$ cat config.mk
export PLATFORM = sky130hd
export DESIGN_NAME = ir_pulse_width_transmitter_core
export DESIGN_NICKNAME = d
export VERILOG_FILES = /design/src/design/irptx_pkg.sv /design/src/design/irptx_cfg.sv /design/src/design/irptx_front.sv /design/src/design/irptx_back.sv /design/src/design/ir_pulse_width_transmitter_core.sv
export VERILOG_INCLUDE_DIRS = /design/src /design/src/design
export SDC_FILE = /design/constraint.sdc
export NUM_CORES = 1
export LEC_CHECK = 0
export ABC_AREA = 1
export BUFFER_PORTS_ARGS = -buffer_cell sky130_fd_sc_hd__buf_2
export CORE_MARGIN = 5
export CORE_UTILIZATION = 35
export CTS_CLUSTER_DIAMETER = 100
export DETAILED_ROUTE_END_ITERATION = 8
export PLACE_DENSITY_LB_ADDON = 0.1
export SETUP_SLACK_MARGIN = 0.1
export SLEW_MARGIN = 20
export SYNTH_ARGS = -nofsm -noshare
export SYNTH_HDL_FRONTEND = slang
export SYNTH_HIERARCHICAL = 1
export SYNTH_SLANG_ARGS = --single-unit
$ cat constraint.sdc
create_clock -name clk -period 3 [get_ports clk]
set_input_delay 0.45 -clock clk [delete_from_list [all_inputs] [get_ports clk]]
set_output_delay 0.45 -clock clk [all_outputs]
set_load 0.02 [all_outputs]
$ cat src/design/ir_pulse_width_transmitter_core_assert.svh
// ----------------------------------------------------------------------------
// IR pulse-width transmitter assertion macros
// Concurrent assertion wrappers that fall away when SYNTHESIS is defined.
// ----------------------------------------------------------------------------
`ifndef IR_PULSE_WIDTH_TRANSMITTER_CORE_ASSERT_SVH
`define IR_PULSE_WIDTH_TRANSMITTER_CORE_ASSERT_SVH

`ifndef SYNTHESIS

// Holds whenever the antecedent holds in the same cycle.
`define IRPTX_ASSERT_IMPL(lbl, clk, rst_n, ante, cons) \
  lbl: assert property (@(posedge clk) disable iff (!rst_n) (ante) |-> (cons)) \
    else $error("irptx assertion failed");

// Holds in the cycle after the antecedent.
`define IRPTX_ASSERT_NEXT(lbl, clk, rst_n, ante, cons) \
  lbl: assert property (@(posedge clk) disable iff (!rst_n) (ante) |=> (cons)) \
    else $error("irptx assertion failed");

`else

`define IRPTX_ASSERT_IMPL(lbl, clk, rst_n, ante, cons)
`define IRPTX_ASSERT_NEXT(lbl, clk, rst_n, ante, cons)

`endif

`endif

$ cat src/design/irptx_pkg.sv
// ----------------------------------------------------------------------------
// IR pulse-width transmitter package
// Shared types, command codes, register indexes and helpers.
// ----------------------------------------------------------------------------
`default_nettype none

package irptx_pkg;

  // Command codes carried from the front end to the encoder.
  localparam logic OP_TICK = 1'b0;
  localparam logic OP_SEND = 1'b1;

  // Register indexes (byte address divided by four).
  localparam logic [2:0] REG_HALF_PERIOD = 3'd0;
  localparam logic [2:0] REG_START_MARK  = 3'd1;
  localparam logic [2:0] REG_ONE_MARK    = 3'd2;
  localparam logic [2:0] REG_ZERO_MARK   = 3'd3;
  localparam logic [2:0] REG_SPACER      = 3'd4;

  localparam int DUR_W  = 20;
  localparam int HALF_W = 8;
  localparam int DATA_W = 8;
  localparam int ADDR_W = 5;

  // Register reset values.
  localparam logic [HALF_W-1:0] HALF_PERIOD_RST = 8'd104;
  localparam logic [DUR_W-1:0]  START_MARK_RST  = 20'd19200;
  localparam logic [DUR_W-1:0]  ONE_MARK_RST    = 20'd9600;
  localparam logic [DUR_W-1:0]  ZERO_MARK_RST   = 20'd4800;
  localparam logic [DUR_W-1:0]  SPACER_RST      = 20'd4800;

  // Classified command queued between front end and encoder.
  typedef struct packed {
    logic              op;
    logic [DATA_W-1:0] data;
    logic              with_start;
  } cmd_t;

  // Configuration values seen by the encoder.
  typedef struct packed {
    logic [HALF_W-1:0] half_period;
    logic [DUR_W-1:0]  start_mark;
    logic [DUR_W-1:0]  one_mark;
    logic [DUR_W-1:0]  zero_mark;
    logic [DUR_W-1:0]  spacer;
  } cfg_t;

  // A duration of zero counts as one tick.
  function automatic logic [DUR_W-1:0] at_least_one(input logic [DUR_W-1:0] v);
    at_least_one = (v == '0) ? DUR_W'(1) : v;
  endfunction

endpackage

`default_nettype wire

$ cat src/design/irptx_cfg.sv
// ----------------------------------------------------------------------------
// IR pulse-width transmitter register file
// APB-style register bank holding carrier and duration settings.
// ----------------------------------------------------------------------------
`default_nettype none

module irptx_cfg (
  input  wire logic                          clk,
  input  wire logic                          rst_n,
  input  wire logic                          psel,
  input  wire logic                          penable,
  input  wire logic                          pwrite,
  input  wire logic [irptx_pkg::ADDR_W-1:0]  paddr,
  input  wire logic [31:0]                   pwdata,
  output logic      [31:0]                   prdata,
  output irptx_pkg::cfg_t                    cfg
);
  import irptx_pkg::*;

  cfg_t       cfg_r;
  logic       wr_en;
  logic [2:0] reg_idx;

  assign wr_en   = psel && penable && pwrite;
  assign reg_idx = paddr[ADDR_W-1:2];

  // Register writes on the access cycle of a write transfer.
  always_ff @(posedge clk) begin
    if (!rst_n) begin
      cfg_r.half_period <= HALF_PERIOD_RST;
      cfg_r.start_mark  <= START_MARK_RST;
      cfg_r.one_mark    <= ONE_MARK_RST;
      cfg_r.zero_mark   <= ZERO_MARK_RST;
      cfg_r.spacer      <= SPACER_RST;
    end else if (wr_en) begin
      unique case (reg_idx)
        REG_HALF_PERIOD: cfg_r.half_period <= pwdata[HALF_W-1:0];
        REG_START_MARK:  cfg_r.start_mark  <= pwdata[DUR_W-1:0];
        REG_ONE_MARK:    cfg_r.one_mark    <= pwdata[DUR_W-1:0];
        REG_ZERO_MARK:   cfg_r.zero_mark   <= pwdata[DUR_W-1:0];
        REG_SPACER:      cfg_r.spacer      <= pwdata[DUR_W-1:0];
        default: ;
      endcase
    end
  end

  // Read data follows the address.
  always_comb begin
    unique case (reg_idx)
      REG_HALF_PERIOD: prdata = {{(32-HALF_W){1'b0}}, cfg_r.half_period};
      REG_START_MARK:  prdata = {{(32-DUR_W){1'b0}}, cfg_r.start_mark};
      REG_ONE_MARK:    prdata = {{(32-DUR_W){1'b0}}, cfg_r.one_mark};
      REG_ZERO_MARK:   prdata = {{(32-DUR_W){1'b0}}, cfg_r.zero_mark};
      REG_SPACER:      prdata = {{(32-DUR_W){1'b0}}, cfg_r.spacer};
      default:         prdata = '0;
    endcase
  end

  assign cfg = cfg_r;

endmodule

`default_nettype wire

$ cat src/design/irptx_front.sv
// ----------------------------------------------------------------------------
// IR pulse-width transmitter front end
// Accepts input transfers, classifies them and holds them in a two-entry queue.
// ----------------------------------------------------------------------------
`default_nettype none

module irptx_front (
  input  wire logic                          clk,
  input  wire logic                          rst_n,
  input  wire logic                          in_valid,
  output logic                               in_stall,
  input  wire logic                          in_action,
  input  wire logic [irptx_pkg::DATA_W-1:0]  in_data_byte,
  input  wire logic                          in_with_start,
  output logic                               cmd_valid,
  output irptx_pkg::cmd_t                    cmd,
  input  wire logic                          cmd_pop
);
  import irptx_pkg::*;

  cmd_t       queue_r [2];
  logic       wr_ptr_r;
  logic       wr_ptr_nxt;
  logic       rd_ptr_r;
  logic       rd_ptr_nxt;
  logic [1:0] count_r;
  logic [1:0] count_nxt;
  logic       push;
  logic       pop;
  cmd_t       new_cmd;

  // Classify the incoming transfer into a command.
  always_comb begin
    new_cmd.op         = in_action ? OP_SEND : OP_TICK;
    new_cmd.data       = in_data_byte;
    new_cmd.with_start = in_with_start;
  end

  assign in_stall  = (count_r == 2'd2);
  assign push      = in_valid && !in_stall;
  assign cmd_valid = (count_r != 2'd0);
  assign pop       = cmd_pop && cmd_valid;
  assign cmd       = queue_r[rd_ptr_r];

  // Queue pointer and occupancy update.
  always_comb begin
    wr_ptr_nxt = push ? ~wr_ptr_r : wr_ptr_r;
    rd_ptr_nxt = pop ? ~rd_ptr_r : rd_ptr_r;
    count_nxt  = count_r + 2'(push) - 2'(pop);
  end

  always_ff @(posedge clk) begin
    if (!rst_n) begin
      wr_ptr_r <= 1'b0;
      rd_ptr_r <= 1'b0;
      count_r  <= 2'd0;
    end else begin
      wr_ptr_r <= wr_ptr_nxt;
      rd_ptr_r <= rd_ptr_nxt;
      count_r  <= count_nxt;
    end
  end

  // Queue storage.
  always_ff @(posedge clk) begin
    if (push) begin
      queue_r[wr_ptr_r] <= new_cmd;
    end
  end

endmodule

`default_nettype wire

$ cat src/design/irptx_back.sv
// ----------------------------------------------------------------------------
// IR pulse-width transmitter encoder
// Runs marks, spacers and the carrier divider, one command per cycle while the
// output is not stalled, and registers each result.
// ----------------------------------------------------------------------------
`default_nettype none

module irptx_back #(
  parameter int BITS_PER_WORD = 8
) (
  input  wire logic            clk,
  input  wire logic            rst_n,
  input  wire logic            cmd_valid,
  input  wire irptx_pkg::cmd_t cmd,
  output logic                 cmd_pop,
  input  wire irptx_pkg::cfg_t cfg,
  output logic                 out_valid,
  input  wire logic            out_stall,
  output logic                 out_ir_level,
  output logic                 out_busy_res,
  output logic                 out_accepted,
  output logic                 out_byte_done
);
  import irptx_pkg::*;

  localparam int BL_W = $clog2(BITS_PER_WORD + 1);

  localparam logic [1:0] PH_IDLE   = 2'd0;
  localparam logic [1:0] PH_MARK   = 2'd1;
  localparam logic [1:0] PH_SPACER = 2'd2;

  logic [1:0]               phase_r,      phase_nxt;
  logic [BITS_PER_WORD-1:0] shift_r,      shift_nxt;
  logic [BL_W-1:0]          bits_left_r,  bits_left_nxt;
  logic                     start_pend_r, start_pend_nxt;
  logic [DUR_W-1:0]         dur_r,        dur_nxt;
  logic [HALF_W-1:0]        car_cnt_r,    car_cnt_nxt;
  logic                     car_lvl_r,    car_lvl_nxt;

  logic                     out_valid_r;
  logic                     ir_level_r,   ir_level_nxt;
  logic                     busy_r,       busy_nxt;
  logic                     accepted_r,   accepted_nxt;
  logic                     done_r,       done_nxt;

  logic                     load_mark;
  logic [DUR_W-1:0]         dur_dec;
  logic [BITS_PER_WORD-1:0] word;

  // The result register frees up when empty or when its transfer completes.
  assign cmd_pop = cmd_valid && (!out_valid_r || !out_stall);
  assign dur_dec = (dur_r != '0) ? dur_r - DUR_W'(1) : dur_r;

  // Fit the data byte to the word width; missing upper bits are zeros.
  assign word = BITS_PER_WORD'(cmd.data);

  // Next encoder state for the command at the head of the queue.
  always_comb begin
    phase_nxt      = phase_r;
    shift_nxt      = shift_r;
    bits_left_nxt  = bits_left_r;
    start_pend_nxt = start_pend_r;
    dur_nxt        = dur_r;
    car_cnt_nxt    = car_cnt_r;
    car_lvl_nxt    = car_lvl_r;
    accepted_nxt   = 1'b0;
    done_nxt       = 1'b0;
    load_mark      = 1'b0;

    if (cmd.op == OP_SEND) begin
      // A request is taken only when idle; otherwise it is refused.
      if (phase_r == PH_IDLE) begin
        accepted_nxt   = 1'b1;
        shift_nxt      = word;
        bits_left_nxt  = BL_W'(BITS_PER_WORD);
        start_pend_nxt = cmd.with_start;
        load_mark      = 1'b1;
      end
    end else begin
      unique case (phase_r)
        PH_IDLE: begin
        end
        PH_MARK: begin
          dur_nxt = dur_dec;
          if (dur_dec == '0) begin
            // Last mark tick: output low and spacer starts.
            phase_nxt   = PH_SPACER;
            dur_nxt     = at_least_one(cfg.spacer);
            car_lvl_nxt = 1'b0;
            car_cnt_nxt = '0;
          end else if (car_cnt_r == cfg.half_period) begin
            car_lvl_nxt = ~car_lvl_r;
            car_cnt_nxt = '0;
          end else begin
            car_cnt_nxt = car_cnt_r + HALF_W'(1);
          end
        end
        PH_SPACER: begin
          dur_nxt = dur_dec;
          if (dur_dec == '0) begin
            if (bits_left_r != '0 || start_pend_r) begin
              load_mark = 1'b1;
            end else begin
              phase_nxt = PH_IDLE;
              done_nxt  = 1'b1;
            end
          end
        end
        default: begin
          phase_nxt = PH_IDLE;
        end
      endcase
    end

    // Load the next mark: a pending start mark first, else the next bit.
    if (load_mark) begin
      if (start_pend_nxt) begin
        start_pend_nxt = 1'b0;
        dur_nxt        = at_least_one(cfg.start_mark);
      end else begin
        dur_nxt   = at_least_one(shift_nxt[0] ? cfg.one_mark : cfg.zero_mark);
        shift_nxt = shift_nxt >> 1;
        if (bits_left_nxt != '0) begin
          bits_left_nxt = bits_left_nxt - BL_W'(1);
        end
      end
      phase_nxt   = PH_MARK;
      car_cnt_nxt = '0;
      car_lvl_nxt = 1'b0;
    end

    ir_level_nxt = (phase_nxt == PH_MARK) ? car_lvl_nxt : 1'b0;
    busy_nxt     = (phase_nxt != PH_IDLE);
  end

  // Encoder state advances once per command.
  always_ff @(posedge clk) begin
    if (!rst_n) begin
      phase_r      <= PH_IDLE;
      shift_r      <= '0;
      bits_left_r  <= '0;
      start_pend_r <= 1'b0;
      dur_r        <= '0;
      car_cnt_r    <= '0;
      car_lvl_r    <= 1'b0;
    end else if (cmd_pop) begin
      phase_r      <= phase_nxt;
      shift_r      <= shift_nxt;
      bits_left_r  <= bits_left_nxt;
      start_pend_r <= start_pend_nxt;
      dur_r        <= dur_nxt;
      car_cnt_r    <= car_cnt_nxt;
      car_lvl_r    <= car_lvl_nxt;
    end
  end

  // Result register valid flag.
  always_ff @(posedge clk) begin
    if (!rst_n) begin
      out_valid_r <= 1'b0;
    end else if (cmd_pop) begin
      out_valid_r <= 1'b1;
    end else if (!out_stall) begin
      out_valid_r <= 1'b0;
    end
  end

  // Result payload.
  always_ff @(posedge clk) begin
    if (cmd_pop) begin
      ir_level_r <= ir_level_nxt;
      busy_r     <= busy_nxt;
      accepted_r <= accepted_nxt;
      done_r     <= done_nxt;
    end
  end

  assign out_valid     = out_valid_r;
  assign out_ir_level  = ir_level_r;
  assign out_busy_res  = busy_r;
  assign out_accepted  = accepted_r;
  assign out_byte_done = done_r;

endmodule

`default_nettype wire

$ cat src/design/ir_pulse_width_transmitter_core.sv
// ----------------------------------------------------------------------------
// IR pulse-width transmitter core
// Encodes words as carrier-modulated marks of three lengths, each followed by
// a low spacer, with an APB-style register port for the timing settings.
// ----------------------------------------------------------------------------
//  Channel   Direction  Handshake          Contents
//  in_*      input      in_valid/in_stall  action, data_byte, with_start
//  out_*     output     out_valid/out_stall ir_level, busy_res, accepted, byte_done
//  APB       input      psel/penable       register writes and reads
//
// One item is taken every cycle while the input is not stalled; each gives one
// result, passing through the two-entry command queue and then the result register.
// The encoder state update does decrement, compare, and mark load together, combinationally.
// Reset is synchronous and active low; no clearing pass is needed.
// An output stall holds the result register and backs up the queue, which
// stalls the input once both entries are full.
// ----------------------------------------------------------------------------
`default_nettype none

`include "ir_pulse_width_transmitter_core_assert.svh"

module ir_pulse_width_transmitter_core #(
  parameter int BITS_PER_WORD = 8
) (
  input  wire logic                          clk,
  input  wire logic                          rst_n,
  input  wire logic                          in_valid,
  output logic                               in_stall,
  input  wire logic                          in_action,
  input  wire logic [irptx_pkg::DATA_W-1:0]  in_data_byte,
  input  wire logic                          in_with_start,
  output logic                               out_valid,
  input  wire logic                          out_stall,
  output logic                               out_ir_level,
  output logic                               out_busy_res,
  output logic                               out_accepted,
  output logic                               out_byte_done,
  input  wire logic                          psel,
  input  wire logic                          penable,
  input  wire logic                          pwrite,
  input  wire logic [irptx_pkg::ADDR_W-1:0]  paddr,
  input  wire logic [31:0]                   pwdata,
  output logic      [31:0]                   prdata,
  output logic                               pready
);
  import irptx_pkg::*;

  cmd_t cmd;
  cfg_t cfg;
  logic cmd_valid;
  logic cmd_pop;

  assign pready = 1'b1;

  // Register bank.
  irptx_cfg u_cfg (
    .clk     (clk),
    .rst_n   (rst_n),
    .psel    (psel),
    .penable (penable),
    .pwrite  (pwrite),
    .paddr   (paddr),
    .pwdata  (pwdata),
    .prdata  (prdata),
    .cfg     (cfg)
  );

  // Front end: accept, classify, queue.
  irptx_front u_front (
    .clk           (clk),
    .rst_n         (rst_n),
    .in_valid      (in_valid),
    .in_stall      (in_stall),
    .in_action     (in_action),
    .in_data_byte  (in_data_byte),
    .in_with_start (in_with_start),
    .cmd_valid     (cmd_valid),
    .cmd           (cmd),
    .cmd_pop       (cmd_pop)
  );

  // Back end: mark and spacer encoder with result register.
  irptx_back #(
    .BITS_PER_WORD (BITS_PER_WORD)
  ) u_back (
    .clk           (clk),
    .rst_n         (rst_n),
    .cmd_valid     (cmd_valid),
    .cmd           (cmd),
    .cmd_pop       (cmd_pop),
    .cfg           (cfg),
    .out_valid     (out_valid),
    .out_stall     (out_stall),
    .out_ir_level  (out_ir_level),
    .out_busy_res  (out_busy_res),
    .out_accepted  (out_accepted),
    .out_byte_done (out_byte_done)
  );

  // A taken request always starts a mark, so the encoder reports busy.
  `IRPTX_ASSERT_IMPL(a_accept_busy, clk, rst_n, out_valid && out_accepted, out_busy_res)

  // The end of a word leaves the encoder idle with the LED off.
  `IRPTX_ASSERT_IMPL(a_done_idle, clk, rst_n, out_valid && out_byte_done,
                     !out_busy_res && !out_ir_level)

  // The LED is only driven while a word is in progress.
  `IRPTX_ASSERT_IMPL(a_led_busy, clk, rst_n, out_valid && out_ir_level, out_busy_res)

  // A command popped from the queue always shows up as a result next cycle.
  `IRPTX_ASSERT_NEXT(a_pop_result, clk, rst_n, cmd_pop, out_valid)

endmodule

`default_nettype wire

==> results of run 1 <==
==> routing by layer <==
metal / track usage, % / wire, um / vias up
met5: 0 / 0 / -
met4: 3.322 / 278 / 0
met3: 2.648 / 1273 / 22
met2: 31.73 / 14650 / 219
met1: 27.78 / 15890 / 4586
li1: - / - / 5228
==> logic make-up (layout without fill, tap and decap cells) <==
family                     count (synthesis)  count (layout)
DFF                                      162             162
AOI/OAI and AO/OA                        106             106
adders and majority gates                  5               5
buffers and inverters                    246             315
muxes                                     13              13
xor gates and xnor gates                  19              19
and+or+nand+nor                         1073            1075
other                                      2              13
==> final cells by class <==
class	instances	area [um2]	share of cell area [%]
Multi-Input combinational cell	1231	5579	48.32
Tap cell	384	480.5	4.161
Inverter	160	603.1	5.223
Clock inverter	13	145.1	1.257
Timing Repair Buffer	123	813.3	7.043
Clock buffer	19	442.9	3.836
Sequential cell	162	3483	30.17
==> what timing repair did <==
| action | 4_1_cts | 5_1_grt |
|---|---|---|
| hold buffers | 0 | 0 |
| buffers inserted | 0 | 3 |
| endpoints found under the setup margin | 0 | 44 |
| gates resized for setup | 0 | 12 |
==> path summary, 6_finish.rpt <==
check	endpoint	startpoint
hold / removal	u_front/queue_r[0][4]	in_data_byte[3]
setup reg to reg	u_back/dur_r[14]	u_back/dur_r[1]
hold reg to reg	u_back/shift_r[3]	u_back/shift_r[3]
setup / recovery	u_back/dur_r[14]	u_back/dur_r[1]
==> metrics by stage <==
step | setup slack [ns] | cell area [um2] | util [%] | total power, mW
2_1_floorplan | 0.4498 | 10110 | - | 8.565
3_3_place_gp | 0.1494 | 10890 | 38.16 | 11.01
3_5_place_dp | 0.1310 | 10890 | 38.16 | 11.02
4_1_cts | 0.1051 | 11480 | 40.22 | 13.35
5_1_grt | 0.05133 | 11550 | 40.45 | 14.85
6_report | 0.2756 | 11550 | 40.45 | 13.62
==> layout by cell type, fill, tap and decap left out, drive strengths merged <==
| cell type | count |
|---|---|
| conb | 13 |
| clkinvlp | 1 |
| nor4 | 9 |
| nand4 | 34 |
| nor2 | 255 |
| mux2i | 3 |
| nor3 | 4 |
| and2 | 5 |
| o211ai | 1 |
| ha | 5 |
| nand3b | 4 |
| a311oi | 1 |
| xor2 | 12 |
| a31oi | 1 |
| or2 | 8 |
| dfxtp | 138 |
| bufinv | 2 |
| mux2 | 10 |
| nand3 | 173 |
| xnor2 | 7 |
| clkbuf | 19 |
| and3 | 1 |
| o21ai | 57 |
| buf | 123 |
| edfxtp | 24 |
| nand2 | 582 |
| inv | 167 |
| a21oi | 46 |
| clkinv | 3 |
==> sequential cells by signal, summed over array words and instances (netlist names), named ones only <==
register,count
u_front/count_r,2
u_back/out_busy_res,1
u_back/bits_left_r,4
u_front/queue_r,20
u_back/car_lvl_r,1
u_back/dur_r,20
u_back/out_valid,1
u_back/out_byte_done,1
u_back/car_cnt_r,8
u_back/shift_r,8
u_cfg/cfg,88
u_front/rd_ptr_r,1
u_front/wr_ptr_r,1
u_back/out_accepted,1
u_back/out_ir_level,1
u_back/phase_r,2
u_back/start_pend_r,1
==> worst max-delay path: cells and delay by family, from the launching register on <==
kind | cells | cell delay (ns)
fa+ha+maj | 1 | 0.22
buf+inv | 3 | 0.27
flops | 1 | 0.33
simple gates | 13 | 1.81
==> report_power, final <==
| group | internal (mW) | switching, mW | leakage, nW |
|---|---|---|---|
| sequential | 2.61 | 0.306 | 1.35 |
| clock | 1.27 | 1.01 | 0.292 |
| combinational | 2.93 | 5.50 | 3.92 |
==> run metrics, run 1 <==
Mean Syn Cell Area=6.191 um2; CTS tree=yes; Ports=93; WHS Path Cells=1; Die Span X=179.6 um; Post-synth top cells=574 x nand2_1, 241 x nor2_1, 165 x nand3_1, 155 x inv_1, 138 x dfxtp_1; DIE AREA=32250 um2; most frequent cell after synthesis=nand2_1; Simple-Gate Fraction of Synth Area=44.95%; synthesis warning total=6; adder-cell share of the synthesized area=0.6215%; crit end category=flop; Seq/Total Area, Yosys=34.61%; min Tclk post-route=2.724 ns; Least-Margin Pin Slew=0.5784 ns; slowest stage cell, crit path=dfxtp_1; drt initial violations=622; Total Wirelength=32.09 mm; Cell Chain, Critical Path=inv_1, ha_1, nand2_2, nor2_4, nand4_1, nand2_1, nand2_1, nor2_2, nand3_1, nor2_4, nand3_4, nand2_4, inv_4, nand2_1, nand3_1, nand2_1, inv_1; Cell variety after synth=40; Cell Rows=62; endpoints failing hold=0; Final Slew Violations=0; final worst-path cycle share=90.81%; RePlAce Congestion=0.8675; routed wire length per instance=15.34 um; vias=10055; largest family of logic cells by synthesized area=simple AND/OR/NAND/NOR gates; worst-skew pair later-pin latency=0.44 ns; Fill cells=3203; GRT overflow=0; layout cells sized above 1=12.53%; CTS buffer count=17; core box area=28550 um2; path type of the worst setup path=reg -> reg; drt pass-1 iters=6; multiplexer share of the synthesized area=1.790%; H-tree Lvls=4; Hold WS=0.1965 ns; asr flop ratio synth=0%; Final #Nets=1754; leakage power=5.557 nW; PwrDens=1179 nW/um2; first-pass GRT wire length=50.87 mm; FMAX=367.1 MHz; Layout Cells excl Fill=2092; worst hold path type=in -> reg; setup_tns=0 ns; # port buffers=65; Layout Skew=0.01294 ns; Slew headroom=61.44%; diode count=0; status=complete, no violations; Crit Path Max Fanout=24; Main synth FF type=dfxtp_1; critical path's largest stage delay=0.33 ns; cells after synthesis=1626; Max VDD drop=0.0004979 V; root buf cell=clkbuf_16; area delta synth->final=14.72%; Global Route Usage Sum=19.39%; Max Root-Sink Buffers=2; maxcap violations=0; cell taking the most area after synthesis=dfxtp_1; R2R setup slack=0.28 ns; Starting Density=35.26%; Crit path required time=3.34 ns; Detail Route Antenna Nets=0; largest net degree at the start of global routing=48; CTS clock-pin slew for the worst setup and hold paths=0.07 ns; Vias per Instance=4.806; Sink Count=162; Worst setup SP type=flop; post-synthesis cell area=10070 um2; RSZ-0062 raised after global routing=false; Synth Area in Compound Gates=5.457%; CP dominant cell by count=nand2_1; Die H=179.6 um; WP data arrival=3.06 ns; vias in the first global route=9253; Synth Register Bits=162; Synth area leaders=dfxtp_1 27%, nand2_1 21%, nor2_1 9.0%, nand3_1 8.2%, edfxtp_1 7.2%; dpl cells=2055; post-synthesis xor/xnor area fraction=1.653%; HPWL after detailed placement=23.14 mm; Post-synth EDFFs=24; reg2reg path depth=17; DR DRC count=0; initial antenna violation count=0; top-area cell type share of the netlist area=27.45%; Final setup violation count=0
Note: power is estimated with default switching activity, not from simulation.
==> inputs of run 2 (changes only) <==
Settings changed: GPL_TIMING_DRIVEN set to 0.
==> run 2 against run 1 <==
- count of clock-buffer cells in the layout decreased by 2
- utilization grew 0.54 points
- global-route usage is 1.6 points higher
- clock power hardly changed
- cell count increased by 1.4%
- die area stayed put
- critical endpoint is now u_back/dur_r[12]
- total power shrank 2.5%
- sequential cell count unchanged
- routed wire length grew 8.9%
- hold slack worse by 0.0091 ns
- highest routed layer unchanged
- design area grew 1.3%
- critical path depth is the same
==> run metrics, run 2 (synthesis gave the netlist of run 1 again) <==
Vias per Instance=4.840; first-pass GRT wire length=54.17 mm; core box area=28550 um2; Final Util=40.99%; endpoints failing hold=0; HPWL after detailed placement=26.73 mm; Layout Cells excl Fill=2122; Max VDD drop=0.0005985 V; worst-skew pair later-pin latency=0.45 ns; Final #Nets=1784; final instance area=11700 um2; Final setup violation count=0; drt pass-1 iters=5; # port buffers=65; GRT overflow=0; DIE AREA=32250 um2; commonest non-fill, non-tap cells in the layout=571 x nand2_1, 234 x nor2_1, 165 x nand3_1; RSZ-0062 raised after global routing=false; max reg flops=88; total power=13.28 mW; Total Wirelength=34.95 mm; CTS buffer count=17; Sink Count=162; crit end category=flop; Least-Margin Pin Slew=0.9740 ns; DR DRC count=0; CTS clock-pin slew for the worst setup and hold paths=0.08 ns; final worst-path cycle share=91.18%; root buf cell=clkbuf_16; initial antenna violation count=0; Ports=93; Die H=179.6 um; Crit Path Max Fanout=10; routed wire length per instance=16.47 um; Max Root-Sink Buffers=2; path type of the worst setup path=reg -> reg; FMAX=365.6 MHz; H-tree Lvls=4; dpl cells=2086; status=complete, no violations; Worst setup SP type=flop; Global Route Usage Sum=21.00%; leakage power=5.645 nW; drt initial violations=747; Slew headroom=34.83%; Cell Rows=62; WP data arrival=3.08 ns; diode count=0; Layout Skew=0.01899 ns; vias in the first global route=9451; maxcap violations=0; RePlAce Congestion=0.9099; worst hold path type=in -> reg; largest net degree at the start of global routing=21; PwrDens=1135 nW/um2; vias=10271; Detail Route Antenna Nets=0; commonest non-fill, non-tap cell in the layout=nand2_1; Crit path required time=3.34 ns; Final Slew Violations=0; area delta synth->final=16.26%; setup_tns=0 ns; min Tclk post-route=2.736 ns; Placed Instance Area=10910 um2; CTS tree=yes; Fill cells=3233; Die Span X=179.6 um; Starting Density=35.26%; layout cells sized above 1=13.52%
## run 2: cell types whose count changed in the layout (fill, tap and decap cells not counted), moves of 6 or more
| cell | previous run | this run |
|---|---|---|
| buf_1 | 0 | 9 |
| buf_2 | 64 | 89 |
| buf_4 | 55 | 29 |
| buf_6 | 0 | 6 |
| clkbuf_1 | 1 | 17 |
| clkinv_8 | 0 | 6 |
## run 2: final cells by class
class	instances	area [um2]	area share, %
Clock buffer	17	425.4	3.635
Multi-Input combinational cell	1229	5629	48.10
Sequential cell	162	3483	29.77
Clock inverter	15	198.9	1.700
Inverter	160	601.8	5.143
Timing Repair Buffer	69	367.9	3.143
Tap cell	384	480.5	4.106
Buffer	86	515.5	4.405
## run 2: per-layer routing
layer	global-route usage, %	vias to the layer above	part of all wire [%]
met3	3.032	45	5.2
met1	30.07	4636	48
met5	0	-	0
li1	-	5292	-
met2	33.71	298	45
met4	4.694	0	1.8
## run 2: what timing repair did
item / 4_1_cts / 5_1_grt
hold buffers: 0 / 0
gates resized for setup: 16 / 40
pin swaps: 2 / 1
setup endpoints to repair: 47 / 36
setup buffers: 1 / 3
## run 2: critical path: stages, from the launching register on
cell     delay [ns]
dfxtp_1        0.33
inv_2          0.13
ha_4           0.19
nand2_2        0.11
nor2_4         0.16
nand3_4        0.14
buf_6          0.19
o21ai_2        0.14
nand4_1        0.16
a21oi_2        0.23
nand3_4        0.17
nand2_8        0.13
inv_2          0.08
buf_6          0.15
nand2_1        0.06
nand3_1        0.12
nand2_1        0.10
inv_1          0.04
## run 2: power by group
part	switching (mW)	internal [mW]	total, mW	leakage, nW
clock	1.16	1.15	2.31	0.301
combinational	5.52	2.53	8.05	4.00
sequential	0.313	2.61	2.92	1.35
total	6.99	6.29	13.3	5.65
## run 2: final timing paths
check | startpoint | end | slack (ns) | depth (start not counted)
hold reg to reg | u_back/shift_r[3] | u_back/shift_r[3] | 0.47 | 2
hold / removal | in_with_start | u_front/queue_r[0][0] | 0.19 | 1
setup reg to reg | u_back/dur_r[0] | u_back/dur_r[12] | 0.26 | 17
setup / recovery | u_back/dur_r[0] | u_back/dur_r[12] | 0.26 | 17
## run 2: per-stage QoR
stage	setup slack, ns	hold slack [ns]
global placement	-0.2537	0.4535
global route	0.09728	0.1702
floorplan	0.4498	0.4450
detailed placement	-0.2870	0.4553
finish	0.2645	0.1874
CTS	0.05730	0.1728
==> inputs of run 3 (changes only) <==
Settings changed: CORE_UTILIZATION 35 to 50.
==> run 3 against run 2 <==
- clock skew fell by 0.0018 ns
- first-iteration DRC count rose by 48%
- non-clock buffer count rose by 7
- register-to-register slack got worse by 0.02 ns
- highest routed layer unchanged
==> run metrics, run 3 (synthesis gave the netlist of run 1 again) <==
CTS clock-pin slew for the worst setup and hold paths=0.07 ns; Ports=93; Global Route Usage Sum=26.94%; commonest non-fill, non-tap cell in the layout=nand2_1; DR DRC count=0; root buf cell=clkbuf_16; worst hold path type=in -> reg; WHS Path Cells=1; vias in the first global route=9321; layout cells sized above 1=13.81%; WHS Endpoint=u_front/queue_r[0][0]; diode count=0; Layout Skew=0.01719 ns; CTS tree=yes; critical path's largest stage delay=0.39 ns; Die H=151.9 um; leakage power=5.657 nW; Crit path required time=3.33 ns; total power=13.18 mW; GRT overflow=0; path type of the worst setup path=reg -> reg; max reg flops=88; Slew headroom=39.65%; # port buffers=65; CTS buffer count=17; RSZ-0062 raised after global routing=false; Final setup violation count=0; Vias per Instance=5.240; Die Span X=151.9 um; routed wire length per instance=16.11 um; drt pass-1 iters=6; area delta synth->final=14.87%; CP bufs+invs=5; Final #Nets=1791; pre-CTS WS=-0.2053 ns; CP delay by family, top=buffers and inverters; initial antenna violation count=0; Total Wirelength=32.47 mm; status=complete, no violations; Crit Path Max Fanout=10; PwrDens=1140 nW/um2; Hold Startpoint=in_with_start; H-tree Lvls=4; Least-Margin Pin Slew=0.9019 ns; vias=10558; HPWL after detailed placement=24.61 mm; largest net degree at the start of global routing=19; Worst setup SP type=flop; Hold WS=0.2026 ns; crit end category=flop; Detail Route Antenna Nets=0; min Tclk post-route=2.759 ns; core box area=20040 um2; commonest non-fill, non-tap cells in the layout=571 x nand2_1, 237 x nor2_1, 164 x nand3_1; slowest stage cell, crit path=buf_1; Cell Rows=52; Max VDD drop=0.0005803 V; Starting Density=50.23%; Max Root-Sink Buffers=2; reg2reg path depth=11; Final Util=57.70%; R2R setup slack=0.24 ns; final worst-path cycle share=91.97%; Sink Count=162; RePlAce Congestion=0.9693; FMAX=362.4 MHz; setup_tns=0 ns; drt initial violations=1102; maxcap violations=0; CP dominant cell by count=inv_1; first-pass GRT wire length=50.31 mm; endpoints failing hold=0; WP data arrival=3.09 ns; DIE AREA=23070 um2; Final Slew Violations=0; final worst setup slack=0.2409 ns; Cell Chain, Critical Path=buf_6, mux2_4, inv_1, nor2_1, nor2_1, nand2_1, inv_1, buf_1, nand3_1, nand2_1, inv_1; FF-to-FF End=u_back/dur_r[5]; worst-skew pair later-pin latency=0.44 ns
## run 3: cell types whose count changed in the layout (fill, tap and decap cells not counted), moves of 2 or more
cell / change
nor2_4: -2
inv_2: +2
inv_12: -2
clkinvlp_4: +2
clkinv_8: -2
inv_1: -2
nor2_1: +3
buf_4: +6
## run 3: how the worst max path moves through the flow
| stage | start | end | slack, ns | cells after the start |
|---|---|---|---|---|
| after CTS | flop | u_back/dur_r[0] | 0.07 | 16 |
| after global routing | u_back/dur_r[1] | u_back/out_ir_level | 0.09 | 17 |
| after detailed placement | flop | u_back/dur_r[0] | -0.21 | 17 |
| after floorplan | flop | u_back/bits_left_r[0] | 0.45 | 17 |
| final | flop | u_back/dur_r[5] | 0.24 | 11 |
| after global placement | flop | u_back/dur_r[0] | -0.24 | 17 |
## run 3: repair_timing
item | CTS | global route
setup endpoints to repair | 42 | 46
endpoints found under the hold margin | 0 | 0
hold buffers | 0 | 0
buffers inserted | 4 | 7
resized for setup | 14 | 36
pin swaps | 2 | 2
## run 3: layer usage
layer	GRT usage [%]	part of all wire [%]	vias to the layer above	routed length [um]
met2	41.60	44	442	14160
met4	9.675	3.1	0	1006
met5	0	0	-	0
met3	5.375	8.6	70	2779
li1	-	-	5300	-
met1	37.60	45	4746	14520
## run 3: final cells by class
class | instances | area [um2]
sequential | 162 | 3483
buffer | 86 | 510.5
clock buffer | 17 | 425.4
multi-input combinational | 1229 | 5617
fill | 2094 | 8477
clock inverter | 15 | 163.9
tap | 270 | 337.8
timing repair buffer | 76 | 420.4
inverter | 160 | 604.3
## run 3: metrics by stage
| stage | cell area, um2 | cells |
|---|---|---|
| floorplan | 10110 | 1637 |
| global placement | 10770 | 1972 |
| detailed placement | 10770 | 1972 |
| CTS | 11430 | 2008 |
| global route | 11560 | 2015 |
| finish | 11560 | 2015 |
## run 3: report_power, final
group          switching (mW)  leakage (nW)  internal, mW  total (mW)
registers               0.302          1.35          2.61        2.91
clock network            1.07         0.287          1.12        2.19
logic                    5.47          4.02          2.60        8.08
